**src/hw/rtl/tap_tempo_estimator_assert.svh**
```systemverilog
// ---------------------------------------------------------------------------
// Assertion macros for the tap tempo estimator
// Shared property wrappers, clocked on clk and disabled during arst_n low.
// ---------------------------------------------------------------------------
`ifndef TAP_TEMPO_ESTIMATOR_ASSERT_SVH
`define TAP_TEMPO_ESTIMATOR_ASSERT_SVH

// Check a property at every rising edge outside reset
`define TTE_ASSERT(lbl, prop, msg) \
	lbl: assert property (@(posedge clk) disable iff (!arst_n) (prop)) else $error(msg);

// Check that a condition is followed by a consequence in the next cycle
`define TTE_ASSERT_NEXT(lbl, cond, conseq, msg) \
	lbl: assert property (@(posedge clk) disable iff (!arst_n) (cond) |=> (conseq)) \
		else $error(msg);

`endif

```
**src/hw/rtl/tte_pkg.sv**
```systemverilog
// ---------------------------------------------------------------------------
// tte_pkg
// Field widths, register indexes, reset values and the controller/datapath
// command and status types of the tap tempo estimator.
// ---------------------------------------------------------------------------
`default_nettype none

package tte_pkg;

	// Field widths
	localparam int LEVEL_W    = 8;
	localparam int TPM_W      = 20;
	localparam int BPM_W      = 10;
	localparam int HELD_W     = 4;
	localparam int CFG_IDX_W  = 8;
	localparam int CFG_DATA_W = 20;

	// Register indexes
	localparam logic [CFG_IDX_W-1:0] REG_TAP_THRESHOLD    = 8'd0;
	localparam logic [CFG_IDX_W-1:0] REG_TICKS_PER_MINUTE = 8'd1;
	localparam logic [CFG_IDX_W-1:0] REG_BPM_MIN          = 8'd2;
	localparam logic [CFG_IDX_W-1:0] REG_BPM_MAX          = 8'd3;

	// Register reset values
	localparam logic [LEVEL_W-1:0] THRESHOLD_RST = 8'd128;
	localparam logic [TPM_W-1:0]   TPM_RST       = 20'd60000;
	localparam logic [BPM_W-1:0]   BPM_MIN_RST   = 10'd1;
	localparam logic [BPM_W-1:0]   BPM_MAX_RST   = 10'd300;

	// Commands from the controller to the datapath
	typedef struct packed {
		logic tick;
		logic drop;
		logic sum_start;
		logic sum_step;
		logic decide;
		logic div_start;
		logic div_step;
		logic load_out;
	} tte_cmd_t;

	// Status from the datapath to the controller
	typedef struct packed {
		logic tap;
		logic sum_done;
		logic est_ok;
		logic div_done;
		logic in_range;
	} tte_sts_t;

endpackage

`default_nettype wire

```
**src/hw/rtl/tte_ifs.sv**
```systemverilog
// ---------------------------------------------------------------------------
// Tap tempo estimator channels
// Valid/ready channels for tap ticks, tempo estimates and register writes.
// ---------------------------------------------------------------------------
`default_nettype none

// Tick channel: one word per time tick
interface tte_tap_if import tte_pkg::*; ();
	logic               valid;
	logic               ready;
	logic [LEVEL_W-1:0] tap_level;

	modport source (output valid, output tap_level, input ready);
	modport sink (input valid, input tap_level, output ready);
endinterface

// Estimate channel: one word per emitted tempo
interface tte_est_if import tte_pkg::*; ();
	logic              valid;
	logic              ready;
	logic [BPM_W-1:0]  bpm;
	logic [HELD_W-1:0] intervals_held;

	modport source (output valid, output bpm, output intervals_held, input ready);
	modport sink (input valid, input bpm, input intervals_held, output ready);
endinterface

// Register write channel
interface tte_cfg_if import tte_pkg::*; ();
	logic                  valid;
	logic                  ready;
	logic [CFG_IDX_W-1:0]  index;
	logic [CFG_DATA_W-1:0] data;

	modport source (output valid, output index, output data, input ready);
	modport sink (input valid, input index, input data, output ready);
endinterface

`default_nettype wire

```
**src/hw/rtl/tte_ram.sv**
```systemverilog
// ---------------------------------------------------------------------------
// tte_ram
// Simple dual-port RAM: one write port, one read port with registered data.
// ---------------------------------------------------------------------------
`default_nettype none

module tte_ram #(
	parameter int WIDTH = 16,
	parameter int DEPTH = 9
) (
	input  wire logic                     clk,
	input  wire logic                     we,
	input  wire logic [$clog2(DEPTH)-1:0] waddr,
	input  wire logic [WIDTH-1:0]         wdata,
	input  wire logic                     re,
	input  wire logic [$clog2(DEPTH)-1:0] raddr,
	output logic      [WIDTH-1:0]         rdata
);

	logic [WIDTH-1:0] mem_q [DEPTH];

	// Write port
	always_ff @(posedge clk) begin
		if (we) begin
			mem_q[waddr] <= wdata;
		end
	end

	// Registered read port
	always_ff @(posedge clk) begin
		if (re) begin
			rdata <= mem_q[raddr];
		end
	end

endmodule

`default_nettype wire

```
**src/hw/rtl/tte_datapath.sv**
```systemverilog
// ---------------------------------------------------------------------------
// tte_datapath
// Tick timer, tap detection, interval history, tail sum, outlier test,
// serial divider and result register of the tap tempo estimator.
// ---------------------------------------------------------------------------
`default_nettype none
`include "tap_tempo_estimator_assert.svh"

module tte_datapath import tte_pkg::*; #(
	parameter int HISTORY_DEPTH = 9,
	parameter int TIMER_BITS    = 16
) (
	input  wire logic                  clk,
	input  wire logic                  arst_n,
	input  wire tte_cmd_t              cmd,
	output tte_sts_t                   sts,
	input  wire logic [LEVEL_W-1:0]    tap_level,
	input  wire logic                  cfg_valid,
	output logic                       cfg_ready,
	input  wire logic [CFG_IDX_W-1:0]  cfg_index,
	input  wire logic [CFG_DATA_W-1:0] cfg_data,
	output logic      [BPM_W-1:0]      bpm,
	output logic      [HELD_W-1:0]     intervals_held
);

	localparam int PTR_W  = $clog2(HISTORY_DEPTH);
	localparam int CNT_W  = $clog2(HISTORY_DEPTH + 1);
	localparam int SUM_W  = TIMER_BITS + PTR_W;
	localparam int PROD_W = SUM_W + 1;
	localparam int CMP_W  = SUM_W + 2;
	localparam int NUM_W  = TPM_W + PTR_W;
	localparam int DCNT_W = $clog2(NUM_W + 1);

	localparam logic [CNT_W-1:0] DEPTH_CNT = CNT_W'(HISTORY_DEPTH);
	localparam logic [PTR_W:0]   DEPTH_PTR = (PTR_W + 1)'(HISTORY_DEPTH);

	// Configuration registers
	logic [LEVEL_W-1:0] threshold_q;
	logic [TPM_W-1:0]   tpm_q;
	logic [BPM_W-1:0]   bpm_min_q;
	logic [BPM_W-1:0]   bpm_max_q;

	// Tick and history state
	logic [TIMER_BITS-1:0] timer_q;
	logic                  armed_q;
	logic [TIMER_BITS-1:0] interval_q;
	logic [PTR_W-1:0]      head_q;
	logic [CNT_W-1:0]      count_q;

	// Sum pass
	logic [CNT_W-1:0] idx_q;
	logic             pend_q;
	logic [SUM_W-1:0] sum_q;
	logic [PROD_W-1:0] prod_q;

	// Divider
	logic [NUM_W-1:0]  quo_q;
	logic [SUM_W-1:0]  rem_q;
	logic [DCNT_W-1:0] div_cnt_q;

	// Result payload
	logic [BPM_W-1:0]  bpm_q;
	logic [HELD_W-1:0] held_q;

	logic [TIMER_BITS-1:0] timer_inc;
	logic                  pressed;
	logic [PTR_W-1:0]      d_w;
	logic [SUM_W-1:0]      mul_w;
	logic [CMP_W-1:0]      sum3_w;
	logic                  clear_w;
	logic                  rd_en;
	logic [PTR_W-1:0]      rd_addr;
	logic                  wr_en;
	logic [PTR_W-1:0]      wr_addr;
	logic [TIMER_BITS-1:0] rd_data;
	logic [SUM_W:0]        r_next;
	logic                  r_ge;

	// Map a history position onto a RAM address behind the oldest entry
	function automatic logic [PTR_W-1:0] phys(input logic [PTR_W-1:0] head,
	                                          input logic [PTR_W-1:0] pos);
		logic [PTR_W:0] s;
		s = {1'b0, head} + {1'b0, pos};
		if (s >= DEPTH_PTR) begin
			s = s - DEPTH_PTR;
		end
		return s[PTR_W-1:0];
	endfunction

	assign cfg_ready = 1'b1;

	// Write configuration registers; unknown indexes are dropped
	always_ff @(posedge clk or negedge arst_n) begin
		if (!arst_n) begin
			threshold_q <= THRESHOLD_RST;
			tpm_q       <= TPM_RST;
			bpm_min_q   <= BPM_MIN_RST;
			bpm_max_q   <= BPM_MAX_RST;
		end else if (cfg_valid) begin
			case (cfg_index)
				REG_TAP_THRESHOLD:    threshold_q <= cfg_data[LEVEL_W-1:0];
				REG_TICKS_PER_MINUTE: tpm_q       <= cfg_data[TPM_W-1:0];
				REG_BPM_MIN:          bpm_min_q   <= cfg_data[BPM_W-1:0];
				REG_BPM_MAX:          bpm_max_q   <= cfg_data[BPM_W-1:0];
				default: ;
			endcase
		end
	end

	// Tap detection on the current word
	assign timer_inc = (timer_q == '1) ? timer_q : timer_q + 1'b1;
	assign pressed   = (tap_level >= threshold_q);
	assign sts.tap   = pressed && !armed_q;

	// Advance the timer, track the arm flag, capture the interval on a tap
	always_ff @(posedge clk or negedge arst_n) begin
		if (!arst_n) begin
			timer_q <= '0;
			armed_q <= 1'b0;
		end else if (cmd.tick) begin
			armed_q <= pressed;
			timer_q <= sts.tap ? '0 : timer_inc;
		end
	end

	always_ff @(posedge clk) begin
		if (cmd.tick && sts.tap) begin
			interval_q <= timer_inc;
		end
	end

	// Divisor count and outlier test
	assign d_w     = PTR_W'(count_q - 1'b1);
	assign mul_w   = SUM_W'(interval_q) * SUM_W'(d_w);
	assign sum3_w  = {2'b00, sum_q} + {1'b0, sum_q, 1'b0};
	assign clear_w = (count_q > CNT_W'(2)) && (sum_q > SUM_W'(d_w)) &&
	                 (({1'b0, prod_q} > sum3_w) || (prod_q < {1'b0, sum_q}));

	always_ff @(posedge clk) begin
		prod_q <= {mul_w, 1'b0};
	end

	// History bookkeeping: drop the oldest when full, clear or append
	always_ff @(posedge clk or negedge arst_n) begin
		if (!arst_n) begin
			head_q  <= '0;
			count_q <= '0;
		end else if (cmd.drop) begin
			if (count_q >= DEPTH_CNT) begin
				head_q  <= phys(head_q, PTR_W'(1));
				count_q <= DEPTH_CNT - 1'b1;
			end
		end else if (cmd.decide) begin
			count_q <= clear_w ? '0 : count_q + 1'b1;
		end
	end

	assign wr_en   = cmd.decide && !clear_w;
	assign wr_addr = phys(head_q, count_q[PTR_W-1:0]);
	assign rd_en   = cmd.sum_step && (idx_q < count_q);
	assign rd_addr = phys(head_q, idx_q[PTR_W-1:0]);

	tte_ram #(
		.WIDTH (TIMER_BITS),
		.DEPTH (HISTORY_DEPTH)
	) u_store (
		.clk   (clk),
		.we    (wr_en),
		.waddr (wr_addr),
		.wdata (interval_q),
		.re    (rd_en),
		.raddr (rd_addr),
		.rdata (rd_data)
	);

	// Sum pass over entries one to count-1, then fold in the new interval
	always_ff @(posedge clk or negedge arst_n) begin
		if (!arst_n) begin
			idx_q  <= '0;
			pend_q <= 1'b0;
		end else if (cmd.sum_start) begin
			idx_q  <= CNT_W'(1);
			pend_q <= 1'b0;
		end else if (cmd.sum_step) begin
			pend_q <= rd_en;
			if (rd_en) begin
				idx_q <= idx_q + 1'b1;
			end
		end
	end

	always_ff @(posedge clk) begin
		if (cmd.sum_start) begin
			sum_q <= '0;
		end else if (cmd.sum_step && pend_q) begin
			sum_q <= sum_q + SUM_W'(rd_data);
		end else if (wr_en) begin
			sum_q <= (count_q != '0) ? sum_q + SUM_W'(interval_q) : '0;
		end
	end

	assign sts.sum_done = (idx_q >= count_q) && !pend_q;
	assign sts.est_ok   = (count_q > CNT_W'(2)) && (sum_q != '0);

	// Restoring divider, one quotient bit a cycle
	assign r_next = {rem_q, quo_q[NUM_W-1]};
	assign r_ge   = (r_next >= {1'b0, sum_q});

	always_ff @(posedge clk or negedge arst_n) begin
		if (!arst_n) begin
			div_cnt_q <= '0;
		end else if (cmd.div_start) begin
			div_cnt_q <= '0;
		end else if (cmd.div_step) begin
			div_cnt_q <= div_cnt_q + 1'b1;
		end
	end

	always_ff @(posedge clk) begin
		if (cmd.div_start) begin
			quo_q <= NUM_W'(tpm_q) * NUM_W'(d_w);
			rem_q <= '0;
		end else if (cmd.div_step) begin
			quo_q <= {quo_q[NUM_W-2:0], r_ge};
			rem_q <= r_ge ? SUM_W'(r_next - {1'b0, sum_q}) : SUM_W'(r_next);
		end
	end

	assign sts.div_done = (div_cnt_q == DCNT_W'(NUM_W));
	assign sts.in_range = (quo_q >= NUM_W'(bpm_min_q)) && (quo_q <= NUM_W'(bpm_max_q));

	// Result payload
	always_ff @(posedge clk) begin
		if (cmd.load_out) begin
			bpm_q  <= quo_q[BPM_W-1:0];
			held_q <= HELD_W'(count_q);
		end
	end

	assign bpm            = bpm_q;
	assign intervals_held = held_q;

	`TTE_ASSERT(a_count_bounded, count_q <= DEPTH_CNT, "history count beyond depth")
	`TTE_ASSERT(a_head_bounded, {1'b0, head_q} < DEPTH_PTR, "head pointer beyond depth")
	`TTE_ASSERT(a_div_nonzero, cmd.div_step |-> (sum_q != '0), "divide by zero sum")

endmodule

`default_nettype wire

```
**src/hw/rtl/tte_ctrl.sv**
```systemverilog
// ---------------------------------------------------------------------------
// tte_ctrl
// Sequencer of the tap tempo estimator: tick handshake, tap processing
// steps and the output valid flag.
// ---------------------------------------------------------------------------
`default_nettype none
`include "tap_tempo_estimator_assert.svh"

module tte_ctrl import tte_pkg::*; (
	input  wire logic     clk,
	input  wire logic     arst_n,
	input  wire logic     in_valid,
	output logic          in_ready,
	output logic          out_valid,
	input  wire logic     out_ready,
	input  wire tte_sts_t sts,
	output tte_cmd_t      cmd
);

	localparam logic [2:0] S_IDLE   = 3'd0;
	localparam logic [2:0] S_DROP   = 3'd1;
	localparam logic [2:0] S_SUM    = 3'd2;
	localparam logic [2:0] S_DECIDE = 3'd3;
	localparam logic [2:0] S_CHECK  = 3'd4;
	localparam logic [2:0] S_DIV    = 3'd5;
	localparam logic [2:0] S_RANGE  = 3'd6;
	localparam logic [2:0] S_EMIT   = 3'd7;

	logic [2:0] state_q;
	logic [2:0] state_d;
	logic       out_valid_q;
	logic       slot_free;

	assign in_ready  = (state_q == S_IDLE);
	assign slot_free = !out_valid_q || out_ready;

	// Next state and commands
	always_comb begin
		state_d = state_q;
		cmd     = '0;
		case (state_q)
			S_IDLE: begin
				if (in_valid) begin
					cmd.tick = 1'b1;
					if (sts.tap) begin
						state_d = S_DROP;
					end
				end
			end
			S_DROP: begin
				cmd.drop      = 1'b1;
				cmd.sum_start = 1'b1;
				state_d       = S_SUM;
			end
			S_SUM: begin
				if (sts.sum_done) begin
					state_d = S_DECIDE;
				end else begin
					cmd.sum_step = 1'b1;
				end
			end
			S_DECIDE: begin
				cmd.decide = 1'b1;
				state_d    = S_CHECK;
			end
			S_CHECK: begin
				if (sts.est_ok) begin
					cmd.div_start = 1'b1;
					state_d       = S_DIV;
				end else begin
					state_d = S_IDLE;
				end
			end
			S_DIV: begin
				if (sts.div_done) begin
					state_d = S_RANGE;
				end else begin
					cmd.div_step = 1'b1;
				end
			end
			S_RANGE: begin
				state_d = sts.in_range ? S_EMIT : S_IDLE;
			end
			S_EMIT: begin
				if (slot_free) begin
					cmd.load_out = 1'b1;
					state_d      = S_IDLE;
				end
			end
			default: begin
				state_d = S_IDLE;
			end
		endcase
	end

	always_ff @(posedge clk or negedge arst_n) begin
		if (!arst_n) begin
			state_q <= S_IDLE;
		end else begin
			state_q <= state_d;
		end
	end

	// Hold the result word until taken
	always_ff @(posedge clk or negedge arst_n) begin
		if (!arst_n) begin
			out_valid_q <= 1'b0;
		end else if (cmd.load_out) begin
			out_valid_q <= 1'b1;
		end else if (out_ready) begin
			out_valid_q <= 1'b0;
		end
	end

	assign out_valid = out_valid_q;

	`TTE_ASSERT_NEXT(a_tap_starts, in_valid && in_ready && sts.tap, state_q == S_DROP, "tap not processed")
	`TTE_ASSERT(a_no_overwrite, cmd.load_out |-> slot_free, "result overwritten before taken")
	`TTE_ASSERT_NEXT(a_emit_waits, state_q == S_EMIT && !slot_free, state_q == S_EMIT, "result lost")

endmodule

`default_nettype wire

```
**src/hw/rtl/tap_tempo_estimator.sv**
```systemverilog
// ---------------------------------------------------------------------------
// tap_tempo_estimator
// Tap tempo from the mean of recent tap intervals; outside tap processing, one tick word per cycle.
// ---------------------------------------------------------------------------
// Each word on taps is one time tick. A tick that is not a tap is taken
// without a stall. A tap (level reaching the threshold while not armed)
// stops the tick channel while it is processed: a drop of the oldest
// interval when the history is full, a sum pass over the held history
// through the single RAM read port, the outlier test and append, a check
// that the history yields an estimate, then the serial divider at one
// quotient bit a cycle, a range check and an output load. A tempo result
// sits in an output register; ticks keep flowing while it waits, and only
// the load of the next result waits for it to be taken.
// ---------------------------------------------------------------------------
`default_nettype none

module tap_tempo_estimator import tte_pkg::*; #(
	parameter int HISTORY_DEPTH = 9,
	parameter int TIMER_BITS    = 16
) (
	input  wire logic  clk,
	input  wire logic  arst_n,
	tte_tap_if.sink    taps,
	tte_est_if.source  estimate,
	tte_cfg_if.sink    cfg
);

	tte_cmd_t cmd;
	tte_sts_t sts;

	// Sequencer
	tte_ctrl u_ctrl (
		.clk       (clk),
		.arst_n    (arst_n),
		.in_valid  (taps.valid),
		.in_ready  (taps.ready),
		.out_valid (estimate.valid),
		.out_ready (estimate.ready),
		.sts       (sts),
		.cmd       (cmd)
	);

	// Datapath
	tte_datapath #(
		.HISTORY_DEPTH (HISTORY_DEPTH),
		.TIMER_BITS    (TIMER_BITS)
	) u_dp (
		.clk            (clk),
		.arst_n         (arst_n),
		.cmd            (cmd),
		.sts            (sts),
		.tap_level      (taps.tap_level),
		.cfg_valid      (cfg.valid),
		.cfg_ready      (cfg.ready),
		.cfg_index      (cfg.index),
		.cfg_data       (cfg.data),
		.bpm            (estimate.bpm),
		.intervals_held (estimate.intervals_held)
	);

endmodule

`default_nettype wire

```
**src/flat_wrapper.sv**
```systemverilog
// flat-port wrapper written by rule: the top's interface ports become plain ports
module tap_tempo_estimator_flat import tte_pkg::*;
#(
	parameter int HISTORY_DEPTH = 9,
	parameter int TIMER_BITS    = 16
)
  (clk, arst_n, taps_valid, taps_tap_level, taps_ready, estimate_valid, estimate_bpm, estimate_intervals_held, estimate_ready, cfg_valid, cfg_index, cfg_data, cfg_ready);
  tte_tap_if taps_i ();
  tte_est_if estimate_i ();
  tte_cfg_if cfg_i ();
  input  wire logic clk;
  input  wire logic arst_n;
  input wire logic [$bits(taps_i.valid)-1:0] taps_valid;
  input wire logic [$bits(taps_i.tap_level)-1:0] taps_tap_level;
  output wire logic [$bits(taps_i.ready)-1:0] taps_ready;
  output wire logic [$bits(estimate_i.valid)-1:0] estimate_valid;
  output wire logic [$bits(estimate_i.bpm)-1:0] estimate_bpm;
  output wire logic [$bits(estimate_i.intervals_held)-1:0] estimate_intervals_held;
  input wire logic [$bits(estimate_i.ready)-1:0] estimate_ready;
  input wire logic [$bits(cfg_i.valid)-1:0] cfg_valid;
  input wire logic [$bits(cfg_i.index)-1:0] cfg_index;
  input wire logic [$bits(cfg_i.data)-1:0] cfg_data;
  output wire logic [$bits(cfg_i.ready)-1:0] cfg_ready;
  assign taps_i.valid = taps_valid;
  assign taps_i.tap_level = taps_tap_level;
  assign taps_ready = taps_i.ready;
  assign estimate_valid = estimate_i.valid;
  assign estimate_bpm = estimate_i.bpm;
  assign estimate_intervals_held = estimate_i.intervals_held;
  assign estimate_i.ready = estimate_ready;
  assign cfg_i.valid = cfg_valid;
  assign cfg_i.index = cfg_index;
  assign cfg_i.data = cfg_data;
  assign cfg_ready = cfg_i.ready;
  tap_tempo_estimator #(.HISTORY_DEPTH(HISTORY_DEPTH), .TIMER_BITS(TIMER_BITS)) u_core (.clk(clk), .arst_n(arst_n), .taps(taps_i), .estimate(estimate_i), .cfg(cfg_i));
endmodule
```
**config.mk**
```make
export PLATFORM = sky130hd
export DESIGN_NAME = tap_tempo_estimator_flat
export DESIGN_NICKNAME = d
export VERILOG_FILES = /design/src/hw/rtl/tte_pkg.sv /design/src/hw/rtl/tte_ifs.sv /design/src/hw/rtl/tte_ram.sv /design/src/hw/rtl/tte_datapath.sv /design/src/hw/rtl/tte_ctrl.sv /design/src/hw/rtl/tap_tempo_estimator.sv /design/src/flat_wrapper.sv
export VERILOG_INCLUDE_DIRS = /design/src /design/src/hw/rtl
export SDC_FILE = /design/constraint.sdc
export NUM_CORES = 1
export LEC_CHECK = 0
export BUFFER_PORTS_ARGS = -buffer_cell sky130_fd_sc_hd__buf_2
export CAP_MARGIN = 30
export CELL_PAD_IN_SITES_DETAIL_PLACEMENT = 0
export CELL_PAD_IN_SITES_GLOBAL_PLACEMENT = 1
export CORE_UTILIZATION = 55
export DETAILED_ROUTE_END_ITERATION = 16
export MAX_ROUTING_LAYER = met4
export PLACE_DENSITY = 0.87
export SYNTH_ARGS = -nofsm -noshare
export SYNTH_HDL_FRONTEND = slang
export SYNTH_SLANG_ARGS = --single-unit
export TNS_END_PERCENT = 100
```
**constraint.sdc**
```tcl
create_clock -name clk -period 18.05 [get_ports clk]
set_input_delay 3.61 -clock clk [delete_from_list [all_inputs] [get_ports clk]]
set_output_delay 3.61 -clock clk [all_outputs]
set_load 0.1 [all_outputs]
```
==> metrics, run 1 <==
number of global-route vias before repair about 19,000; initial drt markers 1,354; Setup Buffers After CTS 0; combinational family with the most area after synthesis adder cells; Levels on crit path 18; CP dominant cell by count inv_1; Top delay family on crit path adder cells; Rows 78; status finished, final reports clean; Yosys warning count 0; via count 19,201; CP Cell Sequence inv_1 -> ha_1 -> xor2_2 -> buf_4 -> and2_1 -> fa_1 -> inv_1 -> fa_1 -> inv_1 -> ha_1 -> nor2b_1 -> o31a_1 -> o41ai_1 -> o31ai_1 -> a221oi_1 -> o2111ai_1 -> mux2i_1 -> o311ai_0; peak fanout along the critical path 37; async set-reset flop share out of synthesis 0.2410; most common cell after layout, fill and taps aside ha_1; kind of critical path flop to flop; global routing usage on met2 0.4658; per-cell routed wire length about 20 µm; met3 usage 0.03158; Cells after Synth 2,456; FF-to-FF setup slack 11.42 ns; drt pass-1 iters 5; Reg2Reg Capture Point u_core.u_dp.quo_q[22]$_DFFE_PP_; worst min path class flop to flop; met1 usage in global routing 0.3664; Primary FF master, synth edfxtp_1; achievable frequency 150.9 MHz; Tcrit/Tclk final 0.3671; vias per inst 6.109; Congestion Overflow GR 0; Routed Antenna Nets 0; count of hold buffers inserted by post-cts repair 0; FF/Latch Area 9821 µm²; XOR/XNOR share of the synthesized area 0.03857; initial antenna violation count 0; ANT cells 0; Worst EP arrival 6.91 ns; clock insertion delay at the later pin of the skew report 0.59 ns; Setup violations, final 0; Hold EP u_core.u_dp.bpm[0]$_DFFE_PP_; clock root cell clkbuf_16; CTS tree built; CTS H-tree lvls 2; Distinct cells, synth 86; Netlist Area Pre-Place 25,210 µm²; worst slew pin tran between 1 and 1.5 ns; number of buffers and inverters on the critical path 4; busiest grt layer met2; Routability Congestion 0.9415; number of synthesized flops with an enable pin 214; CTS buffer count 40; Ports 58; Area Growth Syn to Fin 9.798%; first-pass GRT wire length 102,100 µm; Worst R2R Start u_core.u_dp.count_q[0]$_DFFE_PN0P_; most frequent cells in the layout 230 x ha_1, 214 x edfxtp_1, 205 x inv_1; Core Area about 45,000 µm²; port bufs 56; max-cap violations 0; drt drc 0; Compound-Gate Fraction of Synth Area 0.1506; Data required, critical path 18.34 ns; hold slack final 0.4782 ns; CTS Sinks 361; Final Critical Period 6.626 ns; post-CTS sizing 0; multiplexer share of the synthesized area 0.07028; Synth Register Bits roughly 360; die width 216.1 µm; Slew Viols, Final 0; HP Start u_core.u_dp.quo_q[0]$_DFFE_PP_; syn_nets 2,798; # nets final 2,856; Synth Area in Simple Gates 0.1352; sequential share of the synthesized area 0.3896; Post-Synth Adder-Cell Area 0.1702; RSZ-0062 raised after global routing false; Starting Density 0.5567; Clock transition at path regs 0.06 ns; Slowest-stage cell, CP dfrtp_1; critical path's largest stage delay 0.89 ns; Die Ht approximately 220 µm; Synth Area per Inst between 10 and 15 µm²; count of final hold-check violations 0; Critical Path End Type flop; reg2reg path depth 18; max_slew headroom 0.3239; clock skew between 0.02 and 0.03 ns; area of the multi-input gates 14,320 µm²; Overall Global Routing Usage 0.2849; Bufs on Longest Clock Path 3; full die area 46,690 µm²; detailed-route wire length 63,770 µm; setup tns final 0 ns; fillcell total 3,799; share of layout cells above drive strength 1 0.1117; WHS Path Cells 0; CP Launch Type flop; pin count of the biggest net entering global routing roughly 70; DP Wirelength 45,790 µm
area by class of cell:
class / instances / share of cell area
inverters: 206 / 0.02794
multi-input cells: 1802 / 0.5174
clock inverters: 14 / 0.005153
well taps: 600 / 0.02712
clock buffers: 57 / 0.04109
repair buffers: 103 / 0.02649
flip-flops and latches: 361 / 0.3548
worst max-delay path by stage:
stage,startpoint,to,slack [ns]
6_report,u_core.u_dp.count_q[0]$_DFFE_PN0P_,u_core.u_dp.quo_q[22]$_DFFE_PP_,11.42
5_1_grt,u_core.u_dp.count_q[0]$_DFFE_PN0P_,u_core.u_dp.quo_q[22]$_DFFE_PP_,10.96
2_1_floorplan,u_core.u_ctrl.state_q[2]$_DFFE_PN0P_,taps_ready,11.67
3_3_place_gp,u_core.u_dp.count_q[0]$_DFFE_PN0P_,u_core.u_dp.quo_q[22]$_DFFE_PP_,11.15
3_5_place_dp,u_core.u_dp.count_q[0]$_DFFE_PN0P_,u_core.u_dp.quo_q[22]$_DFFE_PP_,11.01
4_1_cts,u_core.u_dp.count_q[0]$_DFFE_PN0P_,u_core.u_dp.quo_q[22]$_DFFE_PP_,10.94
kinds of logic (layout without fill, tap and decap cells):
group                      count (synthesis)  after routing
AOI/OAI and AO/OA                        561            561
xor gates and xnor gates                 111            111
adders and majority gates                301            301
buffers and inverters                    293            380
DFF                                      361            361
muxes                                    150            150
other                                      1              1
and+or+nand+nor                          678            678
layer usage:
metal | routed length [µm] | share of wire
met4 | 2150 | 0.034
met1 | 27620 | 0.43
met5 | 0 | 0
met2 | 30660 | 0.48
met3 | 3347 | 0.052
through the flow:
stage / util / cell area [µm²] / worst slack (ns) / instances
after floorplan: - / 25210 / 11.67 / 2456
after global placement: 0.5796 / 26250 / 11.15 / 3065
after detailed placement: 0.5811 / 26320 / 11.01 / 3069
after CTS: 0.6094 / 27600 / 10.94 / 3140
after global routing: 0.6112 / 27680 / 10.96 / 3143
final: 0.6112 / 27680 / 11.42 / 3143
sequential cells by signal, indices dropped and copies added, names as in the netlist, 3 cells and up:
name                        flops
u_core.u_dp.u_store.mem_q     144
u_core.u_dp.sum_q              20
u_core.u_dp.bpm_max_q          10
u_core.u_dp.bpm_min_q          10
u_core.u_dp.div_cnt_q           5
u_core.u_dp.u_store.rdata      16
u_core.u_dp.quo_q              24
u_core.u_dp.timer_q            16
u_core.u_ctrl.state_q           3
u_core.u_dp.tpm_q              20
u_core.u_dp.prod_q             20
u_core.u_dp.bpm                10
u_core.u_dp.idx_q               4
u_core.u_dp.rem_q              20
u_core.u_dp.count_q             4
u_core.u_dp.interval_q         16
u_core.u_dp.threshold_q         8
u_core.u_dp.intervals_held      4
u_core.u_dp.head_q              4
synthesized netlist by cell type, drive strengths merged, types with 9 or more instances:
library cell / instances / share of area
a311oi: 13 / 0.0045
nand2: 198 / 0.030
o21a: 22 / 0.0066
o311ai: 11 / 0.0038
dfstp: 13 / 0.014
a221o: 16 / 0.0064
mux4: 17 / 0.015
and3: 13 / 0.0032
a21oi: 112 / 0.022
or3: 16 / 0.0040
a31oi: 19 / 0.0047
a21o: 40 / 0.012
and2: 59 / 0.015
clkbuf: 68 / 0.010
edfxtp: 214 / 0.25
xor2: 45 / 0.016
o221ai: 15 / 0.0052
nand2b: 20 / 0.0050
fa: 70 / 0.056
o221a: 11 / 0.0049
nor2b: 62 / 0.015
nand4: 24 / 0.0062
inv: 205 / 0.031
buf: 19 / 0.0046
mux2i: 87 / 0.035
o211ai: 15 / 0.0045
xnor2: 66 / 0.023
o21ai: 129 / 0.026
o31ai: 20 / 0.0060
ha: 231 / 0.11
dfxtp: 60 / 0.048
dfrtp: 74 / 0.073
a211oi: 20 / 0.0060
and4: 9 / 0.0033
mux2: 46 / 0.021
nor2: 120 / 0.018
nor3: 43 / 0.0087
nand3: 72 / 0.014
o22ai: 30 / 0.0077
Power of run 1 is left out: the tool's default activity adds up to more than one toggle a clock period on the data nets, which glitch-free logic cannot reach.
==> run 2: changes to the inputs <==
--- a/config.mk
+++ b/config.mk
@@ -6,14 +6,15 @@
 export SDC_FILE = /design/constraint.sdc
 export NUM_CORES = 1
 export LEC_CHECK = 0
+export ABC_AREA = 1
 export BUFFER_PORTS_ARGS = -buffer_cell sky130_fd_sc_hd__buf_2
 export CAP_MARGIN = 30
 export CELL_PAD_IN_SITES_DETAIL_PLACEMENT = 0
 export CELL_PAD_IN_SITES_GLOBAL_PLACEMENT = 1
-export CORE_UTILIZATION = 55
+export CORE_UTILIZATION = 44
 export DETAILED_ROUTE_END_ITERATION = 16
 export MAX_ROUTING_LAYER = met4
-export PLACE_DENSITY = 0.87
+export PLACE_DENSITY = 0.78
 export SYNTH_ARGS = -nofsm -noshare
 export SYNTH_HDL_FRONTEND = slang
 export SYNTH_SLANG_ARGS = --single-unit
==> constraint.sdc (replaced) <==
create_clock -name clk -period 5.34 [get_ports clk]
set_input_delay 1.068 -clock clk [delete_from_list [all_inputs] [get_ports clk]]
set_output_delay 1.068 -clock clk [all_outputs]
set_load 0.1 [all_outputs]
==> run 2 against run 1 <==
Clock skew decreased by 0.0014 ns. Largest cell class unchanged. Die area grew 22%. Routed wire length rose by 3.1%. Sequential share of layout area up 0.49 points. Synthesized cell count rose by 18%. Utilization fell by 12 points. Highest routed layer unchanged.
==> metrics, run 2 <==
status finished, final reports clean; sequential share of the synthesized area 0.3995 (+0.009955); Tcrit/Tclk final 0.9188 (+0.5517); Setup Buffers After CTS 0 (unchanged); CTS tree built; worst min path class primary input to async pin; most frequent cells in the layout 503 x nand2_1, 396 x inv_1, 292 x nor2_1; Area Growth Syn to Fin 11.07%; largest cells by area after synthesis edfxtp_1 26%, ha_1 12%, nand2_1 7.7%, dfrtp_1 7.5%, inv_1 6.0%; Ports 58 (unchanged); syn_nets 3,232 (+16%); Routed Antenna Nets 0 (unchanged); peak fanout along the critical path 39 (+5.4%); Largest Register u_core.u_dp.u_store.mem_q; post-CTS sizing 0 (unchanged); number of global-route vias before repair 19,414 (+2.1%); Final Critical Period 4.906 ns (-1.719 ns); Reg2Reg Capture Point u_core.u_dp.u_store.mem_q[8][11]$_DFFE_PP_; Congestion Overflow GR 0 (unchanged); Top delay family on crit path simple AND/OR/NAND/NOR gates; Data required, critical path 5.61 ns (-12.73 ns); synth cell count leaders 503 x nand2_1, 396 x inv_1, 292 x nor2_1, 259 x o21ai_0, 231 x ha_1; CTS Sinks 361 (unchanged); drt pass-1 iters 6 (+1); reg2reg path depth 25 (+7); Setup violations, final 0 (unchanged); max_slew headroom 0.4215 (+0.09767); port bufs 56 (unchanged); Synth Register Bits 361 (unchanged); CTS H-tree lvls 2 (unchanged); Routability Congestion 0.9026 (-4.1%); Synth area leader edfxtp_1; Critical Path End u_core.u_dp.u_store.mem_q[8][11]$_DFFE_PP_; Critical path origin u_core.u_dp.sum_q[1]$_SDFFE_PP0P_; first-pass GRT wire length 104,800 µm (+2.6%); critical path's largest stage delay 0.59 ns (-0.30 ns); Rows 86 (+10%); full die area 56,810 µm² (+22%); number of buffers and inverters on the critical path 4 (unchanged); Critical Path End Type flop; initial antenna violation count 1 (+1); count of final hold-check violations 0 (unchanged); kind of critical path flop to flop; Slew Viols, Final 0 (unchanged); Bufs on Longest Clock Path 3 (unchanged); share of layout cells above drive strength 1 0.07298 (-0.03870); Starting Density 0.4462 (-0.1105); CP dominant cell by count nand2_1; setup tns final 0 ns (unchanged); via count 20,069 (+4.5%); RSZ-0062 raised after global routing false; pin count of the biggest net entering global routing 65 (-9.7%); Slowest-stage cell, CP dfxtp_1; die width 238.4 µm (+10%); vias per inst 5.352 (-12%); Synth Area per Inst 8.505 µm² (-17%); Core Area 55,090 µm² (+22%); DP Wirelength 49,330 µm (+7.7%); Netlist Area Pre-Place 24,580 µm² (-2.5%); Levels on crit path 25 (+7); detailed-route wire length 65,780 µm (+3.1%); FF-to-FF setup slack 0.43 ns (-10.99 ns); fillcell total 5,356 (+41%); max-cap violations 0 (unchanged); Yosys warning count 0 (unchanged); Worst EP arrival 5.17 ns (-1.74 ns); Overall Global Routing Usage 0.2419 (-0.04298); share of the synthesized area in the top cell type 0.2614 (+0.006514); Cells after Synth 2,890 (+18%); # nets final 3,310 (+16%); count of hold buffers inserted by post-cts repair 0 (unchanged); cell with the most instances after synthesis nand2_1; initial drt markers 1,515 (+12%); worst slew pin tran 0.8667 ns (-0.1428 ns); Worst R2R Start u_core.u_dp.sum_q[1]$_SDFFE_PP0P_; Distinct cells, synth 62 (-28%); most common cell after layout, fill and taps aside nand2_1; drt drc 0 (unchanged); CTS buffer count 41 (+2.5%); Primary FF master, synth edfxtp_1; top flop regs u_core.u_dp.u_store.mem_q: 144 flops, u_core.u_dp.quo_q: 24 flops; max FFs per register 144 (unchanged); per-cell routed wire length 17.54 µm (-14%); achievable frequency 203.8 MHz (+35%); Clock transition at path regs 0.07 ns (about the same); clock root cell clkbuf_16; clock insertion delay at the later pin of the skew report 0.58 ns (about the same); number of synthesized flops with an enable pin 214 (unchanged); clock skew 0.02548 ns (-0.001371 ns); CP Launch Type flop; async set-reset flop share out of synthesis 0.2410 (unchanged); Die Ht 238.4 µm (+10%)
run 2: worst min-delay path by stage:
stage	from	endpoint	slack [ns]	cells after the start
6_report	arst_n	u_core.u_dp.threshold_q[6]$_DFFE_PN0P_	0.46	1
5_1_grt	arst_n	u_core.u_dp.threshold_q[5]$_DFFE_PN0P_	0.49	1
4_1_cts	arst_n	u_core.u_dp.threshold_q[6]$_DFFE_PN0P_	0.46	1
3_5_place_dp	u_core.u_dp.rem_q[15]$_SDFFE_PP0P_	u_core.u_dp.rem_q[15]$_SDFFE_PP0P_	0.46	2
3_3_place_gp	u_core.u_dp.rem_q[16]$_SDFFE_PP0P_	u_core.u_dp.rem_q[16]$_SDFFE_PP0P_	0.46	2
2_1_floorplan	u_core.u_dp.quo_q[0]$_DFFE_PP_	u_core.u_dp.bpm[0]$_DFFE_PP_	0.43	0
run 2: metrics by stage:
step / hold slack, ns / cells / utilization / area, µm² / setup slack, ns
floorplan: 0.4264 / 2890 / - / 24580 / 0.2742
global placement: 0.4619 / 3671 / 0.4693 / 25850 / 0.5785
detailed placement: 0.4645 / 3672 / 0.4697 / 25880 / 0.5090
CTS: 0.4628 / 3748 / 0.4951 / 27280 / 0.4497
global route: 0.4916 / 3750 / 0.4955 / 27300 / 0.03898
finish: 0.4620 / 3750 / 0.4955 / 27300 / 0.4335
run 2: kinds of logic after synthesis:
logic type               after synthesis  synth area share
buffers and inverters                479           0.07574
adder cells (fa/ha/maj)              301            0.1746
AO/OA/AOI/OAI                        618            0.1410
XOR/XNOR                              89           0.03263
multiplexers                           1         0.0004581
flip-flops                           361            0.3995
other                                  1         0.0001526
AND/OR/NAND/NOR                     1040            0.1759
run 2: metal layers:
| metal | vias to the layer above | track usage | routed length (µm) |
|---|---|---|---|
| met2 | 583 | 0.3921 | 31080 |
| met4 | 0 | 0.08217 | 2199 |
| met3 | 115 | 0.03528 | 3875 |
| li1 | 9887 | - | - |
| met1 | 9484 | 0.3098 | 28630 |
| met5 | - | - | 0 |
run 2: worst register-to-register path: stages (launching register included):
cell and delay [ns]:
dfxtp_1 0.59, inv_1 0.31, fa_1 0.54, o21ai_2 0.24
nand4_1 0.11, nand2_1 0.16, a31oi_1 0.14, o21ai_0 0.29
nand3_1 0.11, nand2_1 0.09, xnor2_1 0.07, ha_1 0.29
nand2_1 0.05, inv_1 0.07, nand3_1 0.06, nor2_1 0.10
nand4_1 0.10, nand3_1 0.09, nor2_1 0.04, nand2_1 0.08
nand2_1 0.13, nand2_1 0.12, nand2_1 0.08, buf_4 0.29
nor3_2 0.16, buf_4 0.27
run 2: cell type report:
type	count	area [µm²]	share of cell area
Antenna cell	1	2.502	0.00009166
Clock buffer	54	1191	0.04363
Clock inverter	22	207.7	0.007608
Inverter	403	1513	0.05541
Multi-Input combinational cell	2050	12900	0.4726
Sequential cell	361	9821	0.3597
Tap cell	748	935.9	0.03428
Timing Repair Buffer	111	728.2	0.02667
Power of run 2 is left out for the same reason.
==> run 3: changes to the inputs <==
==> constraint.sdc (replaced) <==
create_clock -name clk -period 5.34 [get_ports clk]
set_input_delay 0.267 -clock clk [delete_from_list [all_inputs] [get_ports clk]]
set_output_delay 0.267 -clock clk [all_outputs]
set_load 0.1 [all_outputs]
==> run 3 against run 2 <==
Final cell count rose by 0.53%. Via count fell by 0.25%. Fmax rose by 1.7%.
==> metrics, run 3 (same netlist as run 2, synthesis figures left out) <==
Overall Global Routing Usage 0.2446 (+0.002723); drt pass-1 iters 5 (-1); clock insertion delay at the later pin of the skew report 0.60 ns (+0.02 ns); Routability Congestion 0.9113 (+0.96%); vias per inst 5.310 (-0.78%); CP dominant cell by count nand2_1; status finished, final reports clean; Core Area 55,090 µm² (unchanged); CTS H-tree lvls 2 (unchanged); Critical Path End Type flop; per-cell routed wire length 17.54 µm (about the same); setup tns final 0 ns (unchanged); Routed Antenna Nets 0 (unchanged); CTS tree built; Ports 58 (unchanged); max FFs per register 144 (unchanged); clock skew 0.03712 ns (+0.01164 ns); worst slew pin tran 0.9529 ns (+0.08619 ns); Largest Register u_core.u_dp.u_store.mem_q; critical path's largest stage delay 0.50 ns (-0.09 ns); DP Wirelength 49,420 µm (+0.19%); Setup violations, final 0 (unchanged); Die Ht 238.4 µm (unchanged); Worst EP arrival 5.11 ns (-0.06 ns); kind of critical path flop to flop; via count 20,019 (-0.25%); drt drc 0 (unchanged); most frequent cells in the layout 503 x nand2_1, 396 x inv_1, 292 x nor2_1; die width 238.4 µm (unchanged); Starting Density 0.4462 (unchanged); RSZ-0062 raised after global routing false; pin count of the biggest net entering global routing 65 (unchanged); share of layout cells above drive strength 1 0.07349 (+0.0005099); peak fanout along the critical path 8 (-79%); CTS buffer count 43 (+4.9%); Area Growth Syn to Fin 11.88%; Congestion Overflow GR 0 (unchanged); Slowest-stage cell, CP dfxtp_1; CTS Sinks 361 (unchanged); max_slew headroom 0.3642 (-0.05736); max-cap violations 0 (unchanged); # nets final 3,329 (+0.57%); Clock transition at path regs 0.06 ns (about the same); full die area 56,810 µm² (unchanged); Tcrit/Tclk final 0.9032 (-0.01560); detailed-route wire length 66,140 µm (+0.55%); Bufs on Longest Clock Path 3 (unchanged); most common cell after layout, fill and taps aside nand2_1; port bufs 56 (unchanged); Setup Buffers After CTS 0 (unchanged); clock root cell clkbuf_16; Slew Viols, Final 0 (unchanged); Data required, critical path 5.62 ns (about the same); Rows 86 (unchanged); initial antenna violation count 1 (unchanged); initial drt markers 1,594 (+5.2%); first-pass GRT wire length 106,600 µm (+1.7%); CP Launch Type flop; top flop regs u_core.u_dp.u_store.mem_q: 144 flops, u_core.u_dp.quo_q: 24 flops; Final Critical Period 4.823 ns (-0.08328 ns); achievable frequency 207.3 MHz (+1.7%); worst min path class primary input to flop; number of global-route vias before repair 19,823 (+2.1%); count of final hold-check violations 0 (unchanged)
-- run 3: cell count changes in the layout (fill, tap and decap cells not counted), sizes merged --
cell	previous run	this run
dlygate4sd3	0	16
clkinvlp	1	4
bufinv	2	4
inv	405	403
buf	111	112
-- run 3: path summary, 6_finish.rpt --
kind | from | end | slack [ns] | cells after the start
setup / recovery | u_core.u_dp.sum_q[2]$_SDFFE_PP0P_ | u_core.u_dp.u_store.mem_q[7][13]$_DFFE_PP_ | 0.52 | 30
min in group asynchronous | arst_n | u_core.u_dp.threshold_q[6]$_DFFE_PN0P_ | 0.20 | 2
setup reg to reg | u_core.u_dp.sum_q[2]$_SDFFE_PP0P_ | u_core.u_dp.u_store.mem_q[7][13]$_DFFE_PP_ | 0.52 | 30
hold reg to reg | u_core.u_dp.rem_q[3]$_SDFFE_PP0P_ | u_core.u_dp.rem_q[3]$_SDFFE_PP0P_ | 0.47 | 2
hold / removal | cfg_data[2] | u_core.u_dp.bpm_max_q[2]$_DFFE_PN1P_ | 0.03 | 3
max in group asynchronous | arst_n | u_core.u_dp.idx_q[2]$_DFFE_PN0P_ | 4.06 | 3
-- run 3: routing by layer --
metal | wire, µm | global-route usage
met1 | 29320 | 0.3102
met2 | 31910 | 0.4090
met3 | 3298 | 0.03320
met4 | 1609 | 0.06779
met5 | 0 | -
-- run 3: layout make-up --
class	count	area (µm²)
fillers	5361	27590
multi-input cells	2050	12900
flip-flops and latches	361	9822
inverters	403	1513
clock buffers	54	1159
well taps	748	935.9
repair buffers	128	895.9
clock inverters	25	267.8
diodes	1	2.502
-- run 3: critical path: cells and delay by family, from the launching register on --
kind | cells | cell delay [ns]
and+or+nand+nor | 19 | 1.84
AOI/OAI and AO/OA | 4 | 0.71
adders and majority gates | 2 | 0.68
buffers and inverters | 4 | 0.60
DFF | 1 | 0.50
xor gates and xnor gates | 1 | 0.17
-- run 3: timing repair --
item | 4_1_cts | 5_1_grt
gates resized for setup | 0 | 3
hold buffers | 16 | 0
endpoints found under the hold margin | 43 | 0
setup endpoints to repair | 0 | 149
-- run 3: through the flow --
step,hold WS [ns],setup WS (ns),utilization,cell area (µm²),cells
global route,0.04040,0.06509,0.4992,27500,3770
detailed placement,0.2680,0.3556,0.4702,25910,3674
floorplan,-0.02859,0.2742,-,24580,2890
finish,0.03314,0.5168,0.4992,27500,3770
global placement,0.2620,0.3378,0.4694,25860,3672
CTS,0.002783,0.3214,0.4990,27490,3769
Power of run 3 is left out for the same reason.
